### src/rtl/core/rgbg_pkg.sv
`timescale 1ns / 1ps
// ----------------------------------------------------------------------------
// rgbg_pkg
// Shared types and constants of the brightness-preserving rgb gain block.
// ----------------------------------------------------------------------------
package rgbg_pkg;

   localparam int GAIN_BITS    = 8;
   localparam int CSR_IDX_BITS = 2;

   // register indexes of the csr port
   localparam logic [CSR_IDX_BITS-1:0] CSR_GAIN_RED   = 2'd0;
   localparam logic [CSR_IDX_BITS-1:0] CSR_GAIN_GREEN = 2'd1;
   localparam logic [CSR_IDX_BITS-1:0] CSR_GAIN_BLUE  = 2'd2;

   localparam logic [GAIN_BITS-1:0] GAIN_RESET = 8'd1;

   typedef struct packed {
      logic [GAIN_BITS-1:0] red;
      logic [GAIN_BITS-1:0] green;
      logic [GAIN_BITS-1:0] blue;
   } gains_type;

endpackage

### src/rtl/core/rgbg_if.sv
`timescale 1ns / 1ps
// ----------------------------------------------------------------------------
// rgbg_req_if / rgbg_rsp_if
// Valid/ready pixel channels into and out of the rgb gain block.
// ----------------------------------------------------------------------------
interface rgbg_req_if #(
   parameter int CHANNEL_BITS = 8
);
   logic                    valid;
   logic                    ready;
   logic [CHANNEL_BITS-1:0] red_in;
   logic [CHANNEL_BITS-1:0] green_in;
   logic [CHANNEL_BITS-1:0] blue_in;

   modport source (output valid, output red_in, output green_in, output blue_in,
                   input ready);
   modport sink   (input valid, input red_in, input green_in, input blue_in,
                   output ready);
endinterface

interface rgbg_rsp_if #(
   parameter int CHANNEL_BITS = 8
);
   logic                    valid;
   logic                    ready;
   logic [CHANNEL_BITS-1:0] red_out;
   logic [CHANNEL_BITS-1:0] green_out;
   logic [CHANNEL_BITS-1:0] blue_out;

   modport source (output valid, output red_out, output green_out, output blue_out,
                   input ready);
   modport sink   (input valid, input red_out, input green_out, input blue_out,
                   output ready);
endinterface

### src/rtl/core/rgb_gain_max_preserving.sv
`timescale 1ns / 1ps
// Pipeline: gain products and peak, then weighted maximum and dividends, then the quotient
//   bits, most significant first, in the stages of the pipelined restoring divider.
// Throughput: one pixel per cycle unless the response side stalls; every stage holds its transaction under stall.
// Reset clears all valid bits and sets the three gains to 1.
// ----------------------------------------------------------------------------
// rgb_gain_max_preserving
// Per-channel gain that rescales the weighted pixel back to its original peak.
// ----------------------------------------------------------------------------
module rgb_gain_max_preserving #(
   parameter int CHANNEL_BITS = 8
) (
   input  logic                                    clock,
   input  logic                                    reset,
   rgbg_req_if.sink                                req_chan,
   rgbg_rsp_if.source                              rsp_chan,
   input  logic                                    csr_we,
   input  logic [rgbg_pkg::CSR_IDX_BITS-1:0]       csr_index,
   input  logic [rgbg_pkg::GAIN_BITS-1:0]          csr_wdata
);
   import rgbg_pkg::*;

   localparam int REM_W = CHANNEL_BITS + GAIN_BITS;

   gains_type gains_ff, gains_in;

   logic [CHANNEL_BITS:0]                           st_valid;
   logic [CHANNEL_BITS:0]                           st_ready;
   logic [CHANNEL_BITS:0][2:0][REM_W-1:0]           st_rem;
   logic [CHANNEL_BITS:0][2:0][CHANNEL_BITS-1:0]    st_quo;
   logic [CHANNEL_BITS:0][REM_W-1:0]                st_div;
   logic [CHANNEL_BITS:0]                           st_zero;

   always_comb begin
      gains_in = gains_ff;
      if (csr_we) begin
         unique case (csr_index)
            CSR_GAIN_RED:   gains_in.red   = csr_wdata;
            CSR_GAIN_GREEN: gains_in.green = csr_wdata;
            CSR_GAIN_BLUE:  gains_in.blue  = csr_wdata;
            default:        gains_in = gains_ff;
         endcase
      end
   end

   always_ff @(posedge clock) begin
      if (reset) begin
         gains_ff <= '{red: GAIN_RESET, green: GAIN_RESET, blue: GAIN_RESET};
      end else begin
         gains_ff <= gains_in;
      end
   end

   rgbg_weight #(
      .CHANNEL_BITS (CHANNEL_BITS)
   ) u_weight (
      .clock     (clock),
      .reset     (reset),
      .gains     (gains_ff),
      .in_valid  (req_chan.valid),
      .in_ready  (req_chan.ready),
      .in_red    (req_chan.red_in),
      .in_green  (req_chan.green_in),
      .in_blue   (req_chan.blue_in),
      .out_valid (st_valid[0]),
      .out_ready (st_ready[0]),
      .out_rem   (st_rem[0]),
      .out_quo   (st_quo[0]),
      .out_div   (st_div[0]),
      .out_zero  (st_zero[0])
   );

   for (genvar k = 0; k < CHANNEL_BITS; k++) begin : g_div
      rgbg_div_stage #(
         .CHANNEL_BITS (CHANNEL_BITS)
      ) u_stage (
         .clock     (clock),
         .reset     (reset),
         .in_valid  (st_valid[k]),
         .in_ready  (st_ready[k]),
         .in_rem    (st_rem[k]),
         .in_quo    (st_quo[k]),
         .in_div    (st_div[k]),
         .in_zero   (st_zero[k]),
         .out_valid (st_valid[k+1]),
         .out_ready (st_ready[k+1]),
         .out_rem   (st_rem[k+1]),
         .out_quo   (st_quo[k+1]),
         .out_div   (st_div[k+1]),
         .out_zero  (st_zero[k+1])
      );
   end

   // quotient never exceeds the peak, so it always fits the channel width
   assign rsp_chan.valid                   = st_valid[CHANNEL_BITS];
   assign st_ready[CHANNEL_BITS]           = rsp_chan.ready;
   assign rsp_chan.red_out   = st_zero[CHANNEL_BITS] ? '0 : st_quo[CHANNEL_BITS][0];
   assign rsp_chan.green_out = st_zero[CHANNEL_BITS] ? '0 : st_quo[CHANNEL_BITS][1];
   assign rsp_chan.blue_out  = st_zero[CHANNEL_BITS] ? '0 : st_quo[CHANNEL_BITS][2];

`ifndef ASSERT_OFF
   a_no_rsp_after_reset: assert property (@(posedge clock)
      reset |=> !rsp_chan.valid)
      else $error("response valid right after reset");
`endif

endmodule

### src/rtl/core/rgbg_weight.sv
`timescale 1ns / 1ps
// ----------------------------------------------------------------------------
// rgbg_weight
// Two pipeline stages: channel gain products and peak, then weighted maximum
// and the dividends weighted * peak that feed the divider.
// ----------------------------------------------------------------------------
module rgbg_weight #(
   parameter int CHANNEL_BITS = 8,
   localparam int REM_W = CHANNEL_BITS + rgbg_pkg::GAIN_BITS
) (
   input  logic                             clock,
   input  logic                             reset,
   input  rgbg_pkg::gains_type              gains,
   input  logic                             in_valid,
   output logic                             in_ready,
   input  logic [CHANNEL_BITS-1:0]          in_red,
   input  logic [CHANNEL_BITS-1:0]          in_green,
   input  logic [CHANNEL_BITS-1:0]          in_blue,
   output logic                             out_valid,
   input  logic                             out_ready,
   output logic [2:0][REM_W-1:0]            out_rem,
   output logic [2:0][CHANNEL_BITS-1:0]     out_quo,
   output logic [REM_W-1:0]                 out_div,
   output logic                             out_zero
);
   import rgbg_pkg::*;

   localparam int PROD_W = REM_W + CHANNEL_BITS;

   // stage a: weighted channels and peak
   logic                         a_valid_ff, a_valid_in;
   logic [2:0][REM_W-1:0]        a_w_ff, a_w_in;
   logic [CHANNEL_BITS-1:0]      a_peak_ff, a_peak_in;
   logic                         a_ready;

   // stage b: dividends, divisor and black flag
   logic                         b_valid_ff, b_valid_in;
   logic [2:0][PROD_W-1:0]       b_prod_ff, b_prod_in;
   logic [REM_W-1:0]             b_div_ff, b_div_in;
   logic                         b_zero_ff, b_zero_in;
   logic                         b_ready;

   logic [CHANNEL_BITS-1:0]      peak_rg;
   logic [REM_W-1:0]             wmax_rg;

   assign b_ready  = !b_valid_ff || out_ready;
   assign a_ready  = !a_valid_ff || b_ready;
   assign in_ready = a_ready;

   always_comb begin
      peak_rg   = (in_red > in_green) ? in_red : in_green;
      a_peak_in = (in_blue > peak_rg) ? in_blue : peak_rg;
      a_w_in[0] = REM_W'(in_red)   * REM_W'(gains.red);
      a_w_in[1] = REM_W'(in_green) * REM_W'(gains.green);
      a_w_in[2] = REM_W'(in_blue)  * REM_W'(gains.blue);
      a_valid_in = a_ready ? in_valid : a_valid_ff;
   end

   always_comb begin
      wmax_rg    = (a_w_ff[0] > a_w_ff[1]) ? a_w_ff[0] : a_w_ff[1];
      b_div_in   = (a_w_ff[2] > wmax_rg) ? a_w_ff[2] : wmax_rg;
      b_zero_in  = (b_div_in == '0);
      for (int c = 0; c < 3; c++) begin
         b_prod_in[c] = PROD_W'(a_w_ff[c]) * PROD_W'(a_peak_ff);
      end
      b_valid_in = b_ready ? a_valid_ff : b_valid_ff;
   end

   always_ff @(posedge clock) begin
      if (reset) begin
         a_valid_ff <= 1'b0;
         b_valid_ff <= 1'b0;
      end else begin
         a_valid_ff <= a_valid_in;
         b_valid_ff <= b_valid_in;
      end
   end

   always_ff @(posedge clock) begin
      if (in_valid && a_ready) begin
         a_w_ff    <= a_w_in;
         a_peak_ff <= a_peak_in;
      end
      if (a_valid_ff && b_ready) begin
         b_prod_ff <= b_prod_in;
         b_div_ff  <= b_div_in;
         b_zero_ff <= b_zero_in;
      end
   end

   // weighted <= wmax and peak < 2^CHANNEL_BITS, so the upper part stays below wmax
   always_comb begin
      for (int c = 0; c < 3; c++) begin
         out_rem[c] = b_prod_ff[c][PROD_W-1:CHANNEL_BITS];
         out_quo[c] = b_prod_ff[c][CHANNEL_BITS-1:0];
      end
   end

   assign out_valid = b_valid_ff;
   assign out_div   = b_div_ff;
   assign out_zero  = b_zero_ff;

`ifndef ASSERT_OFF
   a_zero_means_black: assert property (@(posedge clock) disable iff (reset)
      b_valid_ff && b_zero_ff |-> (b_prod_ff[0] == '0) && (b_prod_ff[1] == '0) &&
                                  (b_prod_ff[2] == '0))
      else $error("black flag set with nonzero dividend");

   a_stage_b_holds: assert property (@(posedge clock) disable iff (reset)
      b_valid_ff && !out_ready |=> b_valid_ff && $stable(b_div_ff))
      else $error("stalled transaction lost in stage b");
`endif

endmodule

### src/rtl/core/rgbg_div_stage.sv
`timescale 1ns / 1ps
// ----------------------------------------------------------------------------
// rgbg_div_stage
// One restoring-division step for all three channels, one quotient bit per
// stage, with its own valid bit and backpressure.
// ----------------------------------------------------------------------------
module rgbg_div_stage #(
   parameter int CHANNEL_BITS = 8,
   localparam int REM_W = CHANNEL_BITS + rgbg_pkg::GAIN_BITS
) (
   input  logic                             clock,
   input  logic                             reset,
   input  logic                             in_valid,
   output logic                             in_ready,
   input  logic [2:0][REM_W-1:0]            in_rem,
   input  logic [2:0][CHANNEL_BITS-1:0]     in_quo,
   input  logic [REM_W-1:0]                 in_div,
   input  logic                             in_zero,
   output logic                             out_valid,
   input  logic                             out_ready,
   output logic [2:0][REM_W-1:0]            out_rem,
   output logic [2:0][CHANNEL_BITS-1:0]     out_quo,
   output logic [REM_W-1:0]                 out_div,
   output logic                             out_zero
);
   import rgbg_pkg::*;

   logic                             valid_ff, valid_in;
   logic [2:0][REM_W-1:0]            rem_ff, rem_in;
   logic [2:0][CHANNEL_BITS-1:0]     quo_ff, quo_in;
   logic [REM_W-1:0]                 div_ff;
   logic                             zero_ff;
   logic [2:0][REM_W:0]              trial;
   logic [2:0][REM_W:0]              diff;

   assign in_ready = !valid_ff || out_ready;

   // {rem, quo} shifts left; dividend bits leave quo at the top, quotient bits enter below
   always_comb begin
      for (int c = 0; c < 3; c++) begin
         trial[c] = {in_rem[c], in_quo[c][CHANNEL_BITS-1]};
         diff[c]  = trial[c] - {1'b0, in_div};
         if (trial[c] >= {1'b0, in_div}) begin
            rem_in[c] = diff[c][REM_W-1:0];
            quo_in[c] = {in_quo[c][CHANNEL_BITS-2:0], 1'b1};
         end else begin
            rem_in[c] = trial[c][REM_W-1:0];
            quo_in[c] = {in_quo[c][CHANNEL_BITS-2:0], 1'b0};
         end
      end
      valid_in = in_ready ? in_valid : valid_ff;
   end

   always_ff @(posedge clock) begin
      if (reset) begin
         valid_ff <= 1'b0;
      end else begin
         valid_ff <= valid_in;
      end
   end

   always_ff @(posedge clock) begin
      if (in_valid && in_ready) begin
         rem_ff  <= rem_in;
         quo_ff  <= quo_in;
         div_ff  <= in_div;
         zero_ff <= in_zero;
      end
   end

   assign out_valid = valid_ff;
   assign out_rem   = rem_ff;
   assign out_quo   = quo_ff;
   assign out_div   = div_ff;
   assign out_zero  = zero_ff;

`ifndef ASSERT_OFF
   a_rem_below_div: assert property (@(posedge clock) disable iff (reset)
      valid_ff && !zero_ff |-> (rem_ff[0] < div_ff) && (rem_ff[1] < div_ff) &&
                               (rem_ff[2] < div_ff))
      else $error("partial remainder not below divisor");
`endif

endmodule
### src/flat_wrapper.sv
// flat-port wrapper written by rule: the top's interface ports become plain ports
module rgb_gain_max_preserving_flat import rgbg_pkg::*;
#(
   parameter int CHANNEL_BITS = 8
)
  (clock, reset, csr_we, csr_index, csr_wdata, req_chan_valid, req_chan_red_in, req_chan_green_in, req_chan_blue_in, req_chan_ready, rsp_chan_valid, rsp_chan_red_out, rsp_chan_green_out, rsp_chan_blue_out, rsp_chan_ready);
  rgbg_req_if #(.CHANNEL_BITS(CHANNEL_BITS)) req_chan_i ();
  rgbg_rsp_if #(.CHANNEL_BITS(CHANNEL_BITS)) rsp_chan_i ();
  input  logic clock;
  input  logic reset;
  input  logic csr_we;
  input  logic [rgbg_pkg::CSR_IDX_BITS-1:0] csr_index;
  input  logic [rgbg_pkg::GAIN_BITS-1:0] csr_wdata;
  input wire logic [$bits(req_chan_i.valid)-1:0] req_chan_valid;
  input wire logic [$bits(req_chan_i.red_in)-1:0] req_chan_red_in;
  input wire logic [$bits(req_chan_i.green_in)-1:0] req_chan_green_in;
  input wire logic [$bits(req_chan_i.blue_in)-1:0] req_chan_blue_in;
  output wire logic [$bits(req_chan_i.ready)-1:0] req_chan_ready;
  output wire logic [$bits(rsp_chan_i.valid)-1:0] rsp_chan_valid;
  output wire logic [$bits(rsp_chan_i.red_out)-1:0] rsp_chan_red_out;
  output wire logic [$bits(rsp_chan_i.green_out)-1:0] rsp_chan_green_out;
  output wire logic [$bits(rsp_chan_i.blue_out)-1:0] rsp_chan_blue_out;
  input wire logic [$bits(rsp_chan_i.ready)-1:0] rsp_chan_ready;
  assign req_chan_i.valid = req_chan_valid;
  assign req_chan_i.red_in = req_chan_red_in;
  assign req_chan_i.green_in = req_chan_green_in;
  assign req_chan_i.blue_in = req_chan_blue_in;
  assign req_chan_ready = req_chan_i.ready;
  assign rsp_chan_valid = rsp_chan_i.valid;
  assign rsp_chan_red_out = rsp_chan_i.red_out;
  assign rsp_chan_green_out = rsp_chan_i.green_out;
  assign rsp_chan_blue_out = rsp_chan_i.blue_out;
  assign rsp_chan_i.ready = rsp_chan_ready;
  rgb_gain_max_preserving #(.CHANNEL_BITS(CHANNEL_BITS)) u_core (.clock(clock), .reset(reset), .req_chan(req_chan_i), .rsp_chan(rsp_chan_i), .csr_we(csr_we), .csr_index(csr_index), .csr_wdata(csr_wdata));
endmodule
### config.mk
export PLATFORM = sky130hd
export DESIGN_NAME = rgb_gain_max_preserving_flat
export DESIGN_NICKNAME = d
export VERILOG_FILES = /design/src/rtl/core/rgbg_pkg.sv /design/src/rtl/core/rgbg_if.sv /design/src/rtl/core/rgb_gain_max_preserving.sv /design/src/rtl/core/rgbg_weight.sv /design/src/rtl/core/rgbg_div_stage.sv /design/src/flat_wrapper.sv
export SDC_FILE = /design/constraint.sdc
export NUM_CORES = 2
export LEC_CHECK = 0
export ABC_CLOCK_PERIOD_IN_PS = 27100
export BUFFER_PORTS_ARGS = -buffer_cell sky130_fd_sc_hd__buf_2
export CORE_MARGIN = 2
export CORE_UTILIZATION = 63
export CTS_BUF_LIST = sky130_fd_sc_hd__clkbuf_8
export DETAILED_ROUTE_END_ITERATION = 8
export GPL_TIMING_DRIVEN = 0
export PLACE_DENSITY = 0.76
export SKIP_CTS_REPAIR_TIMING = 1
export SYNTH_ARGS = -nofsm -noshare
export SYNTH_HDL_FRONTEND = slang
export SYNTH_SLANG_ARGS = --single-unit
### constraint.sdc
create_clock -name clock -period 27.1 [get_ports clock]
set_input_delay 2.71 -clock clock [delete_from_list [all_inputs] [get_ports clock]]
set_output_delay 2.71 -clock clock [all_outputs]
set_load 0.05 [all_outputs]
==> impl_metrics.prom <==
# TYPE chip_impl_metric gauge
chip_impl_metric{name="tritoncts.num_buffers",unit=""} 141
chip_impl_metric{name="finalSetupTns",unit="ns"} 0
chip_impl_metric{name="die_width",unit="um"} 325
chip_impl_info{name="worstSetupPathType",value="in -> out"} 1
chip_impl_metric{name="share_of_final_layout_standard_cells_stronger_than_drive_strength_1",unit=""} 0.0930
chip_impl_info{name="grt_setup_unrepaired",value="no"} 1
chip_impl_metric{name="required",unit="ns"} 24.39
chip_impl_metric{name="fmax",unit="GHz"} 0.123
chip_impl_metric{name="slew-limit-headroom",unit=""} 0.339
chip_impl_info{name="cts_tree",value="done"} 1
chip_impl_metric{name="layout.cells.non_filler",unit=""} 7705
chip_impl_metric{name="max_stage_delay",unit="ns"} 0.54
chip_impl_metric{name="dr.first_iter.drc_count",unit=""} 3368
chip_impl_metric{name="hold_slack",unit="ns"} 0.396
chip_impl_metric{name="grt_start_max_net_pins",unit=""} 36
chip_impl_metric{name="routed_wl",unit="um"} 164000
chip_impl_metric{name="vias",unit=""} 45500
chip_impl_info{name="critical_path.endpoint_type",value="primary output"} 1
chip_impl_metric{name="synth_nets",unit=""} 7090
chip_impl_metric{name="placement.io_buffers",unit=""} 57
chip_impl_metric{name="synth_largest_type_area_fraction",unit=""} 0.368
chip_impl_metric{name="clkTransAtPathRegs",unit="ns"} 0.06
chip_impl_metric{name="antenna_violations_before_repair",unit=""} 2
chip_impl_metric{name="final_max_slew_violation_count",unit=""} 0
chip_impl_metric{name="gp_congestion",unit=""} 0.962
chip_impl_info{name="synth_area_leader_cell",value="edfxtp_1"} 1
chip_impl_metric{name="timing.final.crit_period",unit="ns"} 8.10
chip_impl_metric{name="maxCapViolCount",unit=""} 0
chip_impl_metric{name="number_of_nets_in_the_layout",unit=""} 7314
chip_impl_metric{name="ys_seq_area_frac",unit=""} 0.378
chip_impl_metric{name="drtAntennaViolNets",unit=""} 0
chip_impl_metric{name="chipHeight",unit="um"} 325
chip_impl_metric{name="drc",unit=""} 0
chip_impl_metric{name="cts.sinks",unit=""} 827
chip_impl_metric{name="tightest_pin_transition",unit="ns"} 0.992
chip_impl_metric{name="worstSkewPairLatency",unit="ns"} 0.85
chip_impl_metric{name="synth_seq_cells",unit=""} 827
chip_impl_metric{name="worstPathArrival",unit="ns"} 5.39
chip_impl_metric{name="dp_hpwl",unit="um"} 130000
chip_impl_metric{name="dp.cells",unit=""} 7447
chip_impl_metric{name="drt-vias-per-instance",unit=""} 5.91
chip_impl_metric{name="synth_edf_count",unit=""} 793
chip_impl_info{name="post_synth_main_area_contributors",value="edfxtp_1 37%, ha_1 13%, fa_1 12%"} 1
chip_impl_info{name="cp_cell_sequence",value="buf_2 -> nor2b_1 -> and3_1 -> and3_1 -> clkbuf_1 -> nand3_1 -> nor2_1 -> nand3_1 -> buf_2"} 1
chip_impl_metric{name="area_growth_syn_to_layout",unit="%"} 8.30
chip_impl_metric{name="routed_wirelength_normalized_by_instance_count",unit="um"} 21.2
chip_impl_metric{name="final_clock_period_utilization_by_the_worst_path",unit=""} 0.299
chip_impl_metric{name="synth_area",unit="um^2"} 64800
chip_impl_metric{name="overall_routing_resource_usage",unit=""} 0.311
chip_impl_metric{name="timing.clock.skew",unit="ns"} 0.0519
chip_impl_metric{name="clock_tree.htree_level_count",unit=""} 4
chip_impl_metric{name="total_leakage_power",unit="nW"} 30.0
chip_impl_metric{name="grt_remaining_overflow",unit=""} 0
chip_impl_metric{name="yosysUniqueCellTypes",unit=""} 82
chip_impl_metric{name="ios",unit=""} 65
chip_impl_metric{name="synth-warning-count",unit=""} 0
chip_impl_info{name="outcome",value="finished, final reports clean"} 1
chip_impl_metric{name="setup_viol",unit=""} 0
chip_impl_metric{name="async_flop_share",unit=""} 0
chip_impl_metric{name="number_of_optimization_iterations_in_the_first_detailed_route_pass",unit=""} 6
chip_impl_info{name="cts.root.buffer_cell",value="clkbuf_8"} 1
chip_impl_info{name="synthFlopType",value="edfxtp_1"} 1
chip_impl_info{name="crit_path_start_kind",value="input port"} 1
chip_impl_info{name="slowest_stage",value="nor2_1"} 1
chip_impl_metric{name="totalPowerFinal",unit="W"} 0.00570
chip_impl_info{name="hold_class",value="reg -> reg"} 1
chip_impl_metric{name="total_power_per_unit_cell_area",unit="nW/um^2"} 81.3
chip_impl_metric{name="start_util",unit=""} 0.636
chip_impl_metric{name="placementRows",unit=""} 117
chip_impl_metric{name="global_route_wire_length_before_repair",unit="um"} 253000
chip_impl_metric{name="avgSynthCellArea",unit="um^2"} 10.8
chip_impl_metric{name="worst_case_vdd_ir_drop",unit="uV"} 177
chip_impl_metric{name="syn-instance-count",unit=""} 5998
chip_impl_metric{name="crit_path_max_fanout",unit=""} 6
chip_impl_metric{name="die-area",unit="um^2"} 105000
chip_impl_metric{name="cts-root-to-sink-buffers",unit=""} 3
chip_impl_metric{name="floorplan.core_area",unit="um^2"} 102000
chip_impl_metric{name="number_of_global_route_vias_before_repair",unit=""} 45800
chip_impl_metric{name="final_core_utilization",unit=""} 0.688
chip_impl_metric{name="timing.final.hold_violations",unit=""} 0
cell usage after synthesis (60+ instances only):
cell	number
nor2_1	382
a21oi_1	264
nand3_1	60
o21a_1	109
and2_1	339
nand4_1	103
mux2_2	228
edfxtp_1	793
nor3_1	118
a21o_1	99
o21ai_0	120
xnor2_1	251
inv_1	743
nor2b_1	104
mux2i_1	105
ha_1	672
fa_1	381
clkbuf_1	114
nand2_1	390
xor2_1	67
cells in the final DEF, fill, tap and decap left out, types with 29 or more instances in the layout:
cell type	n
edfxtp_1	793
inv_1	778
ha_1	672
nand2_1	390
nor2_1	382
fa_1	381
and2_1	339
a21oi_1	264
xnor2_1	251
mux2_2	228
clkbuf_8	141
o21ai_0	120
nor3_1	118
clkbuf_1	114
o21a_1	109
mux2i_1	105
nand4_1	103
nor2b_1	100
a21o_1	99
buf_2	79
xor2_1	67
nand3_1	60
o211ai_1	50
or3_1	44
a211oi_1	39
o21bai_1	38
dfxtp_1	34
nor4_1	31
nand2b_1	30
clkinv_1	29
per-stage QoR:
stage          instance area (um^2)  setup WS (ns)
4_1_cts                       70100          18.99
6_report                      70100          19.00
2_1_floorplan                 64800          16.47
3_3_place_gp                  66800          13.35
3_5_place_dp                  67400          18.98
5_1_grt                       70100          18.86
registers in the layout, summed over array words and instances (netlist names):
name	flops
u_core.u_weight.out_valid	1
u_core.u_weight.a_peak_ff	8
u_core.u_weight.out_quo	24
u_core.u_weight.out_zero	1
u_core.u_weight.out_div	16
u_core.u_weight.a_w_ff	48
u_core.u_weight.a_valid_ff	1
u_core.g_div.u_stage.out_valid	8
u_core.gains_ff	24
u_core.g_div.u_stage.out_rem	336
u_core.g_div.u_stage.out_div	112
u_core.g_div.u_stage.out_quo	192
u_core.g_div.u_stage.out_zero	8
u_core.u_weight.out_rem	48
per-layer routing:
metal | track usage | part of all wire | vias to the layer above
met5 | 0 | 0.000079 | -
met4 | 0.141 | 0.047 | 2
met3 | 0.0498 | 0.058 | 422
met2 | 0.528 | 0.49 | 1463
met1 | 0.393 | 0.41 | 22200
li1 | - | - | 21400
where the power goes:
group	switching [W]	internal (W)	leakage [nW]	total (W)
Combinational	0.00173	0.00117	21.0	0.00289
Clock	0.000539	0.000575	1.50	0.00111
Sequential	0.0000739	0.00162	7.53	0.00170
cells by family (layout without fill, tap and decap cells):
family,count (synthesis),after routing,share of synthesized area
AOI/OAI and AO/OA,911,911,0.0937
xor gates and xnor gates,318,318,0.0430
adders and majority gates,1053,1053,0.248
buffers and inverters,894,1227,0.0531
DFF,827,827,0.378
muxes,338,338,0.0570
other,0,6,0
and+or+nand+nor,1657,1657,0.127
cell type report:
class | instances | area, um^2
Multi-Input combinational cell | 4277 | 36900
Fill cell | 7705 | 31700
Sequential cell | 827 | 24500
Inverter | 743 | 2790
Clock buffer | 141 | 1940
Tap cell | 1368 | 1710
Clock inverter | 111 | 813
Timing Repair Buffer | 81 | 788
Buffer | 151 | 653
Antenna cell | 6 | 15.0
worst max-delay path: cells and delay by family:
family | cells | cell delay [ns]
buf+inv | 3 | 0.74
simple gates | 6 | 1.93
path summary, 6_finish.rpt:
| check | end | cells after the start | from | slack [ns] |
|---|---|---|---|---|
| setup / recovery | req_chan_ready | 9 | rsp_chan_ready | 19.00 |
| hold reg to reg | u_core.g_div[1].u_stage.out_quo[11] | 0 | u_core.g_div[0].u_stage.out_quo[10] | 0.40 |
| setup reg to reg | u_core.u_weight.out_rem[14] | 18 | u_core.u_weight.a_peak_ff[4] | 20.52 |
| hold / removal | u_core.g_div[1].u_stage.out_quo[11] | 0 | u_core.g_div[0].u_stage.out_quo[10] | 0.40 |
No activity file was read; power rests on OpenSTA's default activity.
